==> config.mk <==
export PLATFORM = sky130hd
export DESIGN_NAME = pedal_assist_controller_core
export DESIGN_NICKNAME = d
export VERILOG_FILES = /design/src/hw/rtl/pac_pkg.sv /design/src/hw/rtl/pac_cfg.sv /design/src/hw/rtl/pac_track.sv /design/src/hw/rtl/pac_current.sv /design/src/hw/rtl/pedal_assist_controller_core.sv
export SDC_FILE = /design/constraint.sdc
export NUM_CORES = 2
export LEC_CHECK = 0
export ABC_AREA = 1
export BUFFER_PORTS_ARGS = -buffer_cell sky130_fd_sc_hd__buf_2
export CAP_MARGIN = 20
export CORE_ASPECT_RATIO = 1.4
export CORE_UTILIZATION = 25
export CTS_CLUSTER_DIAMETER = 30
export DETAILED_ROUTE_END_ITERATION = 8
export GPL_ROUTABILITY_DRIVEN = 0
export REMOVE_ABC_BUFFERS = 1
export SLEW_MARGIN = 20
export SYNTH_ARGS = -nofsm -noshare
export SYNTH_HDL_FRONTEND = slang
export SYNTH_HIERARCHICAL = 1
export SYNTH_SLANG_ARGS = --single-unit
==> constraint.sdc <==
create_clock -name clk -period 14.3 [get_ports clk]
set_input_delay 1.43 -clock clk [delete_from_list [all_inputs] [get_ports clk]]
set_output_delay 1.43 -clock clk [all_outputs]
set_load 0.01 [all_outputs]
==> src/hw/rtl/pac_pkg.sv <==
package pac_pkg;

    localparam int TIME_BITS = 32;
    localparam int ADC_BITS  = 12;
    localparam int CUR_BITS  = 18;
    localparam int PROD_BITS = CUR_BITS + ADC_BITS;
    localparam int CFG_DATA_BITS = 18;
    localparam int CFG_INDEX_BITS = 4;

    localparam int ADC_FULL   = (1 << ADC_BITS) - 1;
    localparam int STARTUP_MA = 4000;
    localparam int BASE_MA    = 10000;
    localparam int CUR_MAX    = (1 << CUR_BITS) - 1;
    localparam int EDGE_MAX   = 15;

    typedef enum logic [CFG_INDEX_BITS-1:0] {
        CFG_SAMPLE_PERIOD = 4'd0,
        CFG_NO_ROTATION   = 4'd1,
        CFG_MIN_SPEED     = 4'd2,
        CFG_PEDAL_WINDOW  = 4'd3,
        CFG_NO_PEDAL      = 4'd4,
        CFG_STARTUP       = 4'd5,
        CFG_MAX_CURRENT   = 4'd6,
        CFG_MAGNET_THR    = 4'd7
    } cfg_idx_t;

    typedef struct packed {
        logic [7:0]          sample_period_ms;
        logic [15:0]         no_rotation_ms;
        logic [15:0]         min_speed_period_ms;
        logic [15:0]         pedal_window_ms;
        logic [15:0]         no_pedal_ms;
        logic [15:0]         startup_ms;
        logic [CUR_BITS-1:0] max_current_ma;
        logic [3:0]          magnet_threshold;
    } cfg_t;

    typedef struct packed {
        logic motor_enable;
        logic in_startup;
        logic pedaling_flag;
        logic forward_flag;
        logic speed_ok;
    } dec_t;

endpackage

==> src/hw/rtl/pac_cfg.sv <==
module pac_cfg (
    input  logic                                clk,
    input  logic                                rst_n,
    input  logic                                cfg_we,
    input  logic [pac_pkg::CFG_INDEX_BITS-1:0]  cfg_index,
    input  logic [pac_pkg::CFG_DATA_BITS-1:0]   cfg_wdata,
    output pac_pkg::cfg_t                       cfg
);

    pac_pkg::cfg_t cfg_reg;
    pac_pkg::cfg_t cfg_next;

    always_comb
    begin
        cfg_next = cfg_reg;
        if (cfg_we)
        begin
            case (cfg_index)
                pac_pkg::CFG_SAMPLE_PERIOD: cfg_next.sample_period_ms    = cfg_wdata[7:0];
                pac_pkg::CFG_NO_ROTATION:   cfg_next.no_rotation_ms      = cfg_wdata[15:0];
                pac_pkg::CFG_MIN_SPEED:     cfg_next.min_speed_period_ms = cfg_wdata[15:0];
                pac_pkg::CFG_PEDAL_WINDOW:  cfg_next.pedal_window_ms     = cfg_wdata[15:0];
                pac_pkg::CFG_NO_PEDAL:      cfg_next.no_pedal_ms         = cfg_wdata[15:0];
                pac_pkg::CFG_STARTUP:       cfg_next.startup_ms          = cfg_wdata[15:0];
                pac_pkg::CFG_MAX_CURRENT:   cfg_next.max_current_ma      = cfg_wdata[17:0];
                pac_pkg::CFG_MAGNET_THR:    cfg_next.magnet_threshold    = cfg_wdata[3:0];
                default:                    cfg_next = cfg_reg;
            endcase
        end
    end

    always_ff @(posedge clk or negedge rst_n)
    begin
        if (!rst_n)
        begin
            cfg_reg.sample_period_ms    <= 8'd2;
            cfg_reg.no_rotation_ms      <= 16'd3000;
            cfg_reg.min_speed_period_ms <= 16'd1340;
            cfg_reg.pedal_window_ms     <= 16'd15000;
            cfg_reg.no_pedal_ms         <= 16'd8000;
            cfg_reg.startup_ms          <= 16'd1000;
            cfg_reg.max_current_ma      <= 18'd20000;
            cfg_reg.magnet_threshold    <= 4'd1;
        end
        else
        begin
            cfg_reg <= cfg_next;
        end
    end

    assign cfg = cfg_reg;

endmodule

==> src/hw/rtl/pac_track.sv <==
module pac_track (
    input  logic          clk,
    input  logic          rst_n,
    input  logic          fire,
    input  logic          wheel,
    input  logic          crank,
    input  pac_pkg::cfg_t cfg,
    output pac_pkg::dec_t dec
);

    localparam int TB = pac_pkg::TIME_BITS;

    logic [TB-1:0] time_now_reg, time_now_next;
    logic [TB-1:0] wheel_last_reg, wheel_last_next;
    logic          wheel_armed_reg, wheel_armed_next;
    logic          wheel_fast_reg, wheel_fast_next;
    logic          crank_armed_reg, crank_armed_next;
    logic [3:0]    edge_count_reg, edge_count_next;
    logic [TB-1:0] first_stroke_reg, first_stroke_next;
    logic          pedaling_reg, pedaling_next;
    logic [TB-1:0] high_begin_reg, high_begin_next;
    logic [TB-1:0] low_begin_reg, low_begin_next;
    logic [3:0]    level_flags_reg, level_flags_next;
    logic [TB-1:0] high_len_reg, high_len_next;
    logic [TB-1:0] low_len_reg, low_len_next;
    logic [TB-1:0] last_high_reg, last_high_next;
    logic [TB-1:0] last_low_reg, last_low_next;
    logic          su_phase_reg, su_phase_next;
    logic          su_started_reg, su_started_next;
    logic [TB-1:0] su_begin_reg, su_begin_next;

    logic [TB-1:0] since_wheel;
    logic [TB-1:0] since_first;
    logic [TB-1:0] level_diff;
    logic [TB-1:0] pedal_window;
    logic          fwd_prev;
    logic          fwd;
    logic          enough;
    logic          startup_drive;

    always_comb
    begin
        time_now_next     = time_now_reg + TB'(cfg.sample_period_ms);
        wheel_last_next   = wheel_last_reg;
        wheel_armed_next  = wheel_armed_reg;
        wheel_fast_next   = wheel_fast_reg;
        crank_armed_next  = crank_armed_reg;
        edge_count_next   = edge_count_reg;
        first_stroke_next = first_stroke_reg;
        pedaling_next     = pedaling_reg;
        high_begin_next   = high_begin_reg;
        low_begin_next    = low_begin_reg;
        level_flags_next  = level_flags_reg;
        high_len_next     = high_len_reg;
        low_len_next      = low_len_reg;
        last_high_next    = last_high_reg;
        last_low_next     = last_low_reg;
        su_phase_next     = su_phase_reg;
        su_started_next   = su_started_reg;
        su_begin_next     = su_begin_reg;
        startup_drive     = 1'b0;
        fwd_prev          = low_len_reg > high_len_reg;
        pedal_window      = TB'(cfg.pedal_window_ms);

        // wheel period and stop timeout
        since_wheel = time_now_reg - wheel_last_reg;
        if (wheel && wheel_armed_reg)
        begin
            wheel_fast_next  = since_wheel < TB'(cfg.min_speed_period_ms);
            wheel_armed_next = 1'b0;
            wheel_last_next  = time_now_reg;
        end
        else if (!wheel && !wheel_armed_reg)
        begin
            wheel_armed_next = 1'b1;
        end
        else if (!wheel && (since_wheel > TB'(cfg.no_rotation_ms)))
        begin
            wheel_fast_next = 1'b0;
        end

        // crank stroke counting; the window starts at the first counted stroke
        if (edge_count_reg == 4'd0)
        begin
            since_first = '0;
        end
        else
        begin
            since_first = time_now_reg - first_stroke_reg;
        end
        enough = edge_count_reg >= cfg.magnet_threshold;
        if (crank && crank_armed_reg)
        begin
            if (edge_count_reg == 4'd0)
            begin
                first_stroke_next = time_now_reg;
            end
            if (!pedaling_reg)
            begin
                if (enough && (since_first < pedal_window))
                begin
                    pedaling_next = fwd_prev && wheel_fast_next;
                end
                else if (enough && (since_first > pedal_window))
                begin
                    edge_count_next = 4'd0;
                end
                else if (edge_count_reg < 4'(pac_pkg::EDGE_MAX))
                begin
                    edge_count_next = edge_count_reg + 4'd1;
                end
            end
            crank_armed_next = 1'b0;
        end
        else if (!crank && !crank_armed_reg)
        begin
            crank_armed_next = 1'b1;
        end

        // crank high and low durations
        if (crank)
        begin
            if (!level_flags_reg[1])
            begin
                low_len_next = time_now_reg - low_begin_reg;
            end
            if (!level_flags_reg[2])
            begin
                high_begin_next = time_now_reg;
            end
            level_flags_next = 4'b0110;
            last_high_next   = time_now_reg;
        end
        else
        begin
            if (!level_flags_reg[0])
            begin
                low_begin_next = time_now_reg;
            end
            if (!level_flags_reg[3])
            begin
                high_len_next = time_now_reg - high_begin_reg;
            end
            level_flags_next = 4'b1001;
            last_low_next    = time_now_reg;
        end

        fwd = low_len_next > high_len_next;
        if (last_high_next >= last_low_next)
        begin
            level_diff = last_high_next - last_low_next;
        end
        else
        begin
            level_diff = last_low_next - last_high_next;
        end
        if (pedaling_next && (level_diff > TB'(cfg.no_pedal_ms)))
        begin
            pedaling_next   = 1'b0;
            edge_count_next = 4'd0;
        end
        if (!fwd)
        begin
            pedaling_next = 1'b0;
        end

        // startup phase
        if (pedaling_next)
        begin
            if (su_phase_reg)
            begin
                if (!su_started_reg)
                begin
                    su_begin_next   = time_now_reg;
                    su_started_next = 1'b1;
                end
                if ((time_now_reg - su_begin_next) > TB'(cfg.startup_ms))
                begin
                    su_phase_next = 1'b0;
                end
                startup_drive = 1'b1;
            end
        end
        else
        begin
            su_started_next = 1'b0;
            su_phase_next   = 1'b1;
        end

        dec.motor_enable  = pedaling_next;
        dec.in_startup    = startup_drive;
        dec.pedaling_flag = pedaling_next;
        dec.forward_flag  = fwd;
        dec.speed_ok      = wheel_fast_next;
    end

    always_ff @(posedge clk or negedge rst_n)
    begin
        if (!rst_n)
        begin
            time_now_reg     <= '0;
            wheel_last_reg   <= '0;
            wheel_armed_reg  <= 1'b1;
            wheel_fast_reg   <= 1'b0;
            crank_armed_reg  <= 1'b1;
            edge_count_reg   <= '0;
            first_stroke_reg <= '0;
            pedaling_reg     <= 1'b0;
            high_begin_reg   <= '0;
            low_begin_reg    <= '0;
            level_flags_reg  <= '0;
            high_len_reg     <= '0;
            low_len_reg      <= '0;
            last_high_reg    <= '0;
            last_low_reg     <= '0;
            su_phase_reg     <= 1'b1;
            su_started_reg   <= 1'b0;
            su_begin_reg     <= '0;
        end
        else if (fire)
        begin
            time_now_reg     <= time_now_next;
            wheel_last_reg   <= wheel_last_next;
            wheel_armed_reg  <= wheel_armed_next;
            wheel_fast_reg   <= wheel_fast_next;
            crank_armed_reg  <= crank_armed_next;
            edge_count_reg   <= edge_count_next;
            first_stroke_reg <= first_stroke_next;
            pedaling_reg     <= pedaling_next;
            high_begin_reg   <= high_begin_next;
            low_begin_reg    <= low_begin_next;
            level_flags_reg  <= level_flags_next;
            high_len_reg     <= high_len_next;
            low_len_reg      <= low_len_next;
            last_high_reg    <= last_high_next;
            last_low_reg     <= last_low_next;
            su_phase_reg     <= su_phase_next;
            su_started_reg   <= su_started_next;
            su_begin_reg     <= su_begin_next;
        end
    end

endmodule

==> src/hw/rtl/pac_current.sv <==
module pac_current (
    input  logic [pac_pkg::PROD_BITS-1:0] prod,
    input  logic                          enable,
    input  logic                          startup,
    output logic [pac_pkg::CUR_BITS-1:0]  current
);

    localparam int RW    = pac_pkg::PROD_BITS + 2;
    localparam int A     = pac_pkg::ADC_BITS;
    localparam int NTERM = pac_pkg::PROD_BITS / pac_pkg::ADC_BITS;
    localparam int NCORR = NTERM + 1;

    logic [RW-1:0] quot;
    logic [RW-1:0] rem;
    logic [RW-1:0] total;

    // divide by 2^A-1: geometric series of shifts, then a few compare-subtract fixups
    always_comb
    begin
        quot = '0;
        for (int k = 1; k <= NTERM; k++)
        begin
            quot = quot + (RW'(prod) >> (k * A));
        end
        rem = RW'(prod) - (quot << A) + quot;
        for (int i = 0; i < NCORR; i++)
        begin
            if (rem >= RW'(pac_pkg::ADC_FULL))
            begin
                rem  = rem - RW'(pac_pkg::ADC_FULL);
                quot = quot + RW'(1);
            end
        end
        total = quot + RW'(pac_pkg::BASE_MA);
        if (!enable)
        begin
            current = '0;
        end
        else if (startup)
        begin
            current = pac_pkg::CUR_BITS'(pac_pkg::STARTUP_MA);
        end
        else if (total > RW'(pac_pkg::CUR_MAX))
        begin
            current = pac_pkg::CUR_BITS'(pac_pkg::CUR_MAX);
        end
        else
        begin
            current = total[pac_pkg::CUR_BITS-1:0];
        end
    end

endmodule

==> src/hw/rtl/pedal_assist_controller_core.sv <==
// Channel  | Handshake               | Word
// ---------+-------------------------+----------------------------------------------
// in       | in_valid / in_stall     | wheel_hall, crank_hall, throttle_raw
// out      | out_valid / out_stall   | motor_enable, motor_current_ma, in_startup,
//          |                         | pedaling_flag, forward_flag, speed_ok
// cfg      | cfg_we (no wait)        | cfg_index, cfg_wdata
//
// One word per cycle sustained while out_stall is low; out_valid rises as the word
// enters the result register (stage 0 holds it, tracking + throttle multiply fill
// stage 1, current scaling fills the result register). The tracking state updates
// once per word. Reset (rst_n low, asynchronous) empties the pipe, loads register
// defaults and clears the tracking state. A stall on the output holds the result
// register and backs up stage by stage; empty stages keep taking words meanwhile.
module pedal_assist_controller_core (
    input  logic                                clk,
    input  logic                                rst_n,
    input  logic                                in_valid,
    output logic                                in_stall,
    input  logic                                wheel_hall,
    input  logic                                crank_hall,
    input  logic [pac_pkg::ADC_BITS-1:0]        throttle_raw,
    output logic                                out_valid,
    input  logic                                out_stall,
    output logic                                motor_enable,
    output logic [pac_pkg::CUR_BITS-1:0]        motor_current_ma,
    output logic                                in_startup,
    output logic                                pedaling_flag,
    output logic                                forward_flag,
    output logic                                speed_ok,
    input  logic                                cfg_we,
    input  logic [pac_pkg::CFG_INDEX_BITS-1:0]  cfg_index,
    input  logic [pac_pkg::CFG_DATA_BITS-1:0]   cfg_wdata
);

    pac_pkg::cfg_t cfg;
    pac_pkg::dec_t dec;

    // stage 0: input register
    logic                          s0_valid_reg, s0_valid_next;
    logic                          s0_wheel_reg;
    logic                          s0_crank_reg;
    logic [pac_pkg::ADC_BITS-1:0]  s0_thr_reg;

    // stage 1: decisions and raw throttle product
    logic                          s1_valid_reg, s1_valid_next;
    pac_pkg::dec_t                 s1_dec_reg;
    logic [pac_pkg::PROD_BITS-1:0] s1_prod_reg;
    logic [pac_pkg::PROD_BITS-1:0] prod;

    // stage 2: result register
    logic                          out_valid_reg, out_valid_next;
    pac_pkg::dec_t                 out_dec_reg;
    logic [pac_pkg::CUR_BITS-1:0]  out_cur_reg;
    logic [pac_pkg::CUR_BITS-1:0]  current;

    logic out_ready, s1_ready, s0_ready;
    logic in_fire, s0_fire, s1_fire;

    // a stage moves when the one after it has room
    assign out_ready = !out_valid_reg || !out_stall;
    assign s1_ready  = !s1_valid_reg || out_ready;
    assign s0_ready  = !s0_valid_reg || s1_ready;
    assign in_stall  = !s0_ready;

    assign in_fire = in_valid && s0_ready;
    assign s0_fire = s0_valid_reg && s1_ready;
    assign s1_fire = s1_valid_reg && out_ready;

    assign s0_valid_next  = in_fire || (s0_valid_reg && !s1_ready);
    assign s1_valid_next  = s0_fire || (s1_valid_reg && !out_ready);
    assign out_valid_next = s1_fire || (out_valid_reg && out_stall);

    pac_cfg u_cfg (
        .clk       (clk),
        .rst_n     (rst_n),
        .cfg_we    (cfg_we),
        .cfg_index (cfg_index),
        .cfg_wdata (cfg_wdata),
        .cfg       (cfg)
    );

    // advance the tracking state once per word leaving stage 0
    pac_track u_track (
        .clk   (clk),
        .rst_n (rst_n),
        .fire  (s0_fire),
        .wheel (s0_wheel_reg),
        .crank (s0_crank_reg),
        .cfg   (cfg),
        .dec   (dec)
    );

    // throttle times max current; scaled by full-scale in the next stage
    assign prod = pac_pkg::PROD_BITS'(cfg.max_current_ma)
                * pac_pkg::PROD_BITS'(s0_thr_reg);

    pac_current u_current (
        .prod    (s1_prod_reg),
        .enable  (s1_dec_reg.motor_enable),
        .startup (s1_dec_reg.in_startup),
        .current (current)
    );

    always_ff @(posedge clk or negedge rst_n)
    begin
        if (!rst_n)
        begin
            s0_valid_reg  <= 1'b0;
            s1_valid_reg  <= 1'b0;
            out_valid_reg <= 1'b0;
        end
        else
        begin
            s0_valid_reg  <= s0_valid_next;
            s1_valid_reg  <= s1_valid_next;
            out_valid_reg <= out_valid_next;
        end
    end

    // payload registers: load on the stage handshake, hold otherwise
    always_ff @(posedge clk)
    begin
        if (in_fire)
        begin
            s0_wheel_reg <= wheel_hall;
            s0_crank_reg <= crank_hall;
            s0_thr_reg   <= throttle_raw;
        end
        if (s0_fire)
        begin
            s1_dec_reg  <= dec;
            s1_prod_reg <= prod;
        end
        if (s1_fire)
        begin
            out_dec_reg <= s1_dec_reg;
            out_cur_reg <= current;
        end
    end

    assign out_valid        = out_valid_reg;
    assign motor_enable     = out_dec_reg.motor_enable;
    assign motor_current_ma = out_cur_reg;
    assign in_startup       = out_dec_reg.in_startup;
    assign pedaling_flag    = out_dec_reg.pedaling_flag;
    assign forward_flag     = out_dec_reg.forward_flag;
    assign speed_ok         = out_dec_reg.speed_ok;

`ifndef ASSERT_OFF
    a_release_zero: assert property (@(posedge clk) disable iff (!rst_n)
        out_valid_reg && !out_dec_reg.motor_enable |->
            out_cur_reg == '0 && !out_dec_reg.in_startup)
        else $error("released motor with nonzero current or startup");

    a_startup_current: assert property (@(posedge clk) disable iff (!rst_n)
        out_valid_reg && out_dec_reg.in_startup |->
            out_cur_reg == pac_pkg::CUR_BITS'(pac_pkg::STARTUP_MA))
        else $error("startup phase without startup current");

    a_drive_needs_forward: assert property (@(posedge clk) disable iff (!rst_n)
        out_valid_reg && out_dec_reg.motor_enable |->
            out_dec_reg.pedaling_flag && out_dec_reg.forward_flag)
        else $error("motor driven without forward pedaling");

    a_s1_held: assert property (@(posedge clk) disable iff (!rst_n)
        s1_valid_reg && out_valid_reg && out_stall |=> s1_valid_reg && $stable(s1_prod_reg))
        else $error("stage 1 word lost under stall");
`endif

endmodule
Yosys cells after proc, flatten, opt, wreduce, memory -nomap -nowiden. Index checks and enable logic that the tools add are counted. Widths: inputs -> output; s select.

Register bits after elaboration: 517. Bits in latches: 0. Bits in writable memories: 0. Memory bits (read-only): 0. Input port bits: 41. Output and inout bits: 25. Word-level logic and storage cells: 190. Memories kept: 0.

Add/subtract/negate cells: 18. $mul: 1. Div/mod/pow operators: 0. $lt $le $gt $ge: 15. Equality and inequality tests: 10. Shift operators: 0. Multiplexer cells: 43. Bitwise gates (word level): 4. Reductions and logical operators: 56.

Operator list (count): $mux 32 (16); $sub 32x32->32 (7); $gt 32x16->1 (4); $add 32x1->32 const B (3); $ge 32x12->1 const B (3); $gt 32x32->1 (2); $lt 32x16->1 (2); $sub 32x12->32 const B (2); $add 32x14->32 const B (1); $add 32x32->32 (1); $add 32x8->32 (1); $ge 32x32->1 (1); $gt 32x18->1 const B (1); $sub 30x32->32 (1); $mul 18x12->30 (1); $mux 4 (7); $reduce_and 2->1 (12); $add 18x6->19 (1); $mux 1 (18); $mux 18 (1); $eq 4x3->1 const B (4); $logic_and 1x1->1 (15); $mux 12 (1); $reduce_and 3->1 (4); other kinds (14) (38).

Logic depth before layout (Yosys ltp).
Depth after elaboration: 19. Mapped depth: 70. Mapped depth without buffers: 67.

Modules after synthesis. The synthesis kept the hierarchy.

Modules (own cells, without submodules): pac_track (times used 1, cells an instance 4866, area each 31906.9 sq um, sequential area each 8311.7 sq um); pedal_assist_controller_core (times used 1, cells an instance 1177, area each 9818.2 sq um, sequential area each 2237.1 sq um); pac_current (times used 1, cells an instance 1930, area each 9386.5 sq um, sequential area each 0.0 sq um); pac_cfg (times used 1, cells an instance 515, area each 4724.5 sq um, sequential area each 2801.4 sq um).

Worst setup path before layout. OpenSTA, ideal clock, no wires.

Path kind: register -> register. Start: register s1_prod_reg[26] (netlist name). End: register out_cur_reg (netlist bit motor_current_ma[4]) (data pin). Setup time: 0.251 ns. Arrival: 7.913 ns. Required time: 14.049 ns. Path slack: 6.136 ns. Stages on the path, launching flop included: 61. Buffers on the path: 4. Period minus slack after synthesis: 8.164 ns. Cells stage by stage: edfxtp_1 > ha_1 > nand3_1 > nand2_1 > nand2_1 > nand2_1 > a21oi_1 > or2_2 > a21oi_1 > and3_1 > and3_1 > nand2_1 > nor3_1 > ha_1 > inv_1 > fa_1 > inv_1 > ha_1 > (+25 left out) > ha_1 > nand2_1 > inv_1 > nor2_1 > o21ai_0 > nand2_1 > ha_1 > inv_1 > nor2_1 > nand2_1 > nand3_2 > nand3_2 > nand2_2 > nand2_4 > buf_6 > nand3_1 > nand2_1 > inv_1.

Word-level cells in the longest chain between the ends: 12. Elaborated cells between the ends (all ways): 19. Classes of those cells: add/sub (9); order compare (4); mux (6).

RTL lines: start: declaration (line pedal_assist_controller_core.sv:47) `logic [pac_pkg::PROD_BITS-1:0] s1_prod_reg;`; start signal: assignment (line pedal_assist_controller_core.sv:132) `s1_prod_reg <= prod;`; $add 18x6->19 (line pac_current.sv:23) `quot = quot + (RW'(prod) >> (k * A));`; $sub 30x32->32 (line pac_current.sv:25) `rem = RW'(prod) - (quot << A) + quot;`; $add 32x32->32 (line pac_current.sv:25); $ge 32x12->1 or $sub 32x12->32 (tied branches) (line pac_current.sv:28, pac_current.sv:30); $mux 32 (line pac_current.sv:28) `if (rem >= RW'(pac_pkg::ADC_FULL))`; $add 32x1->32 (tied with other cells) (line pac_current.sv:31) `quot = quot + RW'(1);`; $mux 32 (line pac_current.sv:28); $add 32x1->32 or $ge 32x12->1 (tied branches) (line pac_current.sv:31, pac_current.sv:28); $mux 32 (*) (line pac_current.sv:28); $add 32x14->32 (*) (line pac_current.sv:34) `total = quot + RW'(pac_pkg::BASE_MA);`; $gt 32x18->1 (line pac_current.sv:43) `else if (total > RW'(pac_pkg::CUR_MAX))`; $mux 18 (*) (line pac_current.sv:43); end signal: assignment (line pedal_assist_controller_core.sv:137) `out_cur_reg <= current;`; end: declaration (line pedal_assist_controller_core.sv:53) `logic [pac_pkg::CUR_BITS-1:0] out_cur_reg;`.

Every way passes the cells marked *; elsewhere a longest branch is shown, timed or not. A chain may end at the register's enable or synchronous reset.

Worst setup path after layout.
Start: register s1_prod_reg[26] (netlist name). End: register out_cur_reg (netlist bit motor_current_ma[3]) (data pin).

Same word-level chain as after synthesis.

==> run_results.csv <==
group,metric,value,unit
outcome,status,"completed",
synth,syn_avg_cell_area,6.58,µm²
floorplan,start_util,25.2,%
setup_path,path_depth,56,
drt,drt_pre_antenna_iters,6,
sta,rsz0062_at_grt,"false",
cts,clkTransAtPathRegs,0.05,ns
synth,yosysWarnings,6,
sta,final_hold_viol_count,0,
drt,vias,53300,
cts,cts_buffer_depth,3,
synth,syn-cell-area,0.0558,mm²
min_path,holdPathStages,2,
sta,tightest_slew,1.08,ns
setup_path,r2r_cells,56,
setup_path,worstPathArrival,11.48,ns
cells_and_area,post_route_cells_drive_above_1_share,7.19,%
setup_path,cp_max_fo,61,
drt,wl_met1,75500,µm
cts,cts_setup_buffers,0,
synth,syn_inst,8488,
sta,clock-skew-final,0.103,ns
cts,clock_sinks,517,
drt,wl,183000,µm
place,place_ws,3.33,ns
setup_path,start_kind,"register",
min_path,min_path_type,"reg2reg",
setup_path,required,14.73,ns
sta,fin_crit,11.05,ns
synth,synthAdderAreaFrac,17.7,%
cts,ctsHoldBuffers,0,
sta,setup_slack,3.25,ns
sta,min_period_over_period,77.3,%
setup_path,crit_path_frequent_cell,"nand2_1",
synth,yosys_register_bits,517,
floorplan,fp-row-count,204,
synth,synthDominantCellAreaShare,18.4,%
sta,slew-limit-headroom,28.0,%
sta,fin_hold_ws,0.460,ns
place,io_buffers,65,
global_route,grt_overflow,0,
place,dp_hpwl,144000,µm
setup_path,crit_type,"reg2reg",
global_route,track_usage,16.0,%
floorplan,io_pins,66,
sta,setup_tns,0,ns
cts,htree_levels,3,
drt,wl_met3,7750,µm
cts,root_buffer,"clkbuf_16",
cells_and_area,fin_nets,9250,
synth,synth_top_family_by_area,"simple AND/OR/NAND/NOR gates",
setup_path,crit_family,"simple AND/OR/NAND/NOR gates",
floorplan,die_x,401,µm
synth,seq_area_frac_synth,23.9,%
drt,first_iter_violations,3263,
setup_path,slowest_stage,"nand3_4",
synth,synthTopCellsByArea,"nand2_1, dfrtp_1, ha_1, inv_1, fa_1",
drt,viasPerCell,4.63,
synth,synth_xor_area_share,3.46,%
cts,numCtsBuffers,120,
global_route,grt_max_degree,139,
synth,ys_types,64,
floorplan,core,0.221,mm²
cells_and_area,largest_reg_flops,110,
sta,final-setup-viol-count,0,
synth,synth_edf_count,72,
synth,synth_top_flop_cell,"dfrtp_1",
floorplan,dieHeight,561,µm
synth,synth-simple-area-share,31.7,%
synth,yosys-mux-area-fraction,0.0538,%
setup_path,crit_buf_inv,6,
drt,ant_nets,0,
run,cap_violations,0,
drt,top_layer,"met5",
global_route,antenna_found_initial,5,
cts,clock_latency,0.76,ns
cts,cts_tree,"done",
drt,drt-wirelength-per-cell,15.9,µm
sta,drv_slew,0,
drt,route.detailed.drc,0,
floorplan,dieArea,0.225,mm²
drt,dr_wl_met2,90700,µm
setup_path,endpoint_kind,"register",
cells_and_area,area_growth,13.6,%
synth,synth_area_leader_cell,"nand2_1",
synth,ys_async_sr_fraction,86.1,%
sta,max_freq,90.5,MHz
global_route,grt_pass1_vias,52500,
global_route,grt_pass1_wl,288000,µm
synth,synth_compound_area_share,11.0,%
setup_path,crit_path_max_incr_delay,0.62,ns
cts,post_cts_resized,0,
-- layer usage --
layer	up-vias	GRT usage (%)
li1	26900	-
met1	24600	18.5
met2	1317	29.1
met3	464	1.81
met4	2	7.83
met5	-	0
-- kinds of logic after synthesis --
family | after synthesis
XOR/XNOR | 217
adder cells (fa/ha/maj) | 686
multiplexers | 3
flip-flops | 517
AO/OA/AOI/OAI | 1148
AND/OR/NAND/NOR | 4179
buffers and inverters | 1738
-- layout make-up --
| class | instances | area, µm² |
|---|---|---|
| Antenna cell | 2 | 5.00 |
| Clock buffer | 144 | 3220 |
| Clock inverter | 82 | 968 |
| Fill cell | 24400 | 158000 |
| Inverter | 1524 | 5730 |
| Multi-Input combinational cell | 6233 | 35700 |
| Sequential cell | 517 | 13400 |
| Tap cell | 2884 | 3610 |
| Timing Repair Buffer | 127 | 813 |
-- synthesized netlist by cell type, types with 22 or more instances --
cell type  count
edfxtp_1      72
buf_6         22
xnor2_1       61
o21ai_0      561
inv_1       1471
dfrtp_1      403
a21oi_1      421
inv_2         39
nor4_1        24
xor2_1       153
nand4_1      195
nor2_1       571
buf_2         23
nand2_1     2734
nand3_1      360
o21bai_1      37
nand2_2       37
dfstp_2       42
clkbuf_1     144
or2_2         46
ha_1         512
nor3_1        66
nor2_2        37
fa_1         174
nand3b_1      36
o21a_1        23
-- metrics by stage --
step / instance area, µm² / instances / util (%)
3_5_place_dp: 59200 / 11300 / 26.8
2_1_floorplan: 54800 / 8274 / -
6_report: 63400 / 11500 / 28.7
4_1_cts: 63400 / 11500 / 28.7
5_1_grt: 63400 / 11500 / 28.7
3_3_place_gp: 59200 / 11300 / 26.8
-- worst paths after layout --
path                                       from  slack, ns                        end
worst max-delay path            s1_prod_reg[26]       3.25        motor_current_ma[3]
worst min-delay path              u_cfg/cfg[61]       0.46              u_cfg/cfg[61]
worst max register to register  s1_prod_reg[26]       3.25        motor_current_ma[3]
worst min register to register    u_cfg/cfg[61]       0.46              u_cfg/cfg[61]
max in group asynchronous                 rst_n      10.79              u_cfg/cfg[92]
min in group asynchronous                 rst_n       0.64  u_track/low_begin_reg[30]
-- worst min-delay path, stage by stage, from the launching register on --
cell,delay [ns]
dfstp_2,0.36
nand2_1,0.05
nand2_1,0.04
-- placed cells by master, fill, tap and decap left out, types with 72 or more instances in the layout --
master and instances:
nand2_1 2731, inv_1 1470, nor2_1 568, o21ai_0 561, ha_1 512, a21oi_1 420
dfrtp_1 402, nand3_1 359, nand4_1 195, fa_1 174, xor2_1 153, clkbuf_16 120
edfxtp_1 72
Power is not shown: default switching activity piles up to over one toggle a cycle in this logic, so the estimate is an artifact.
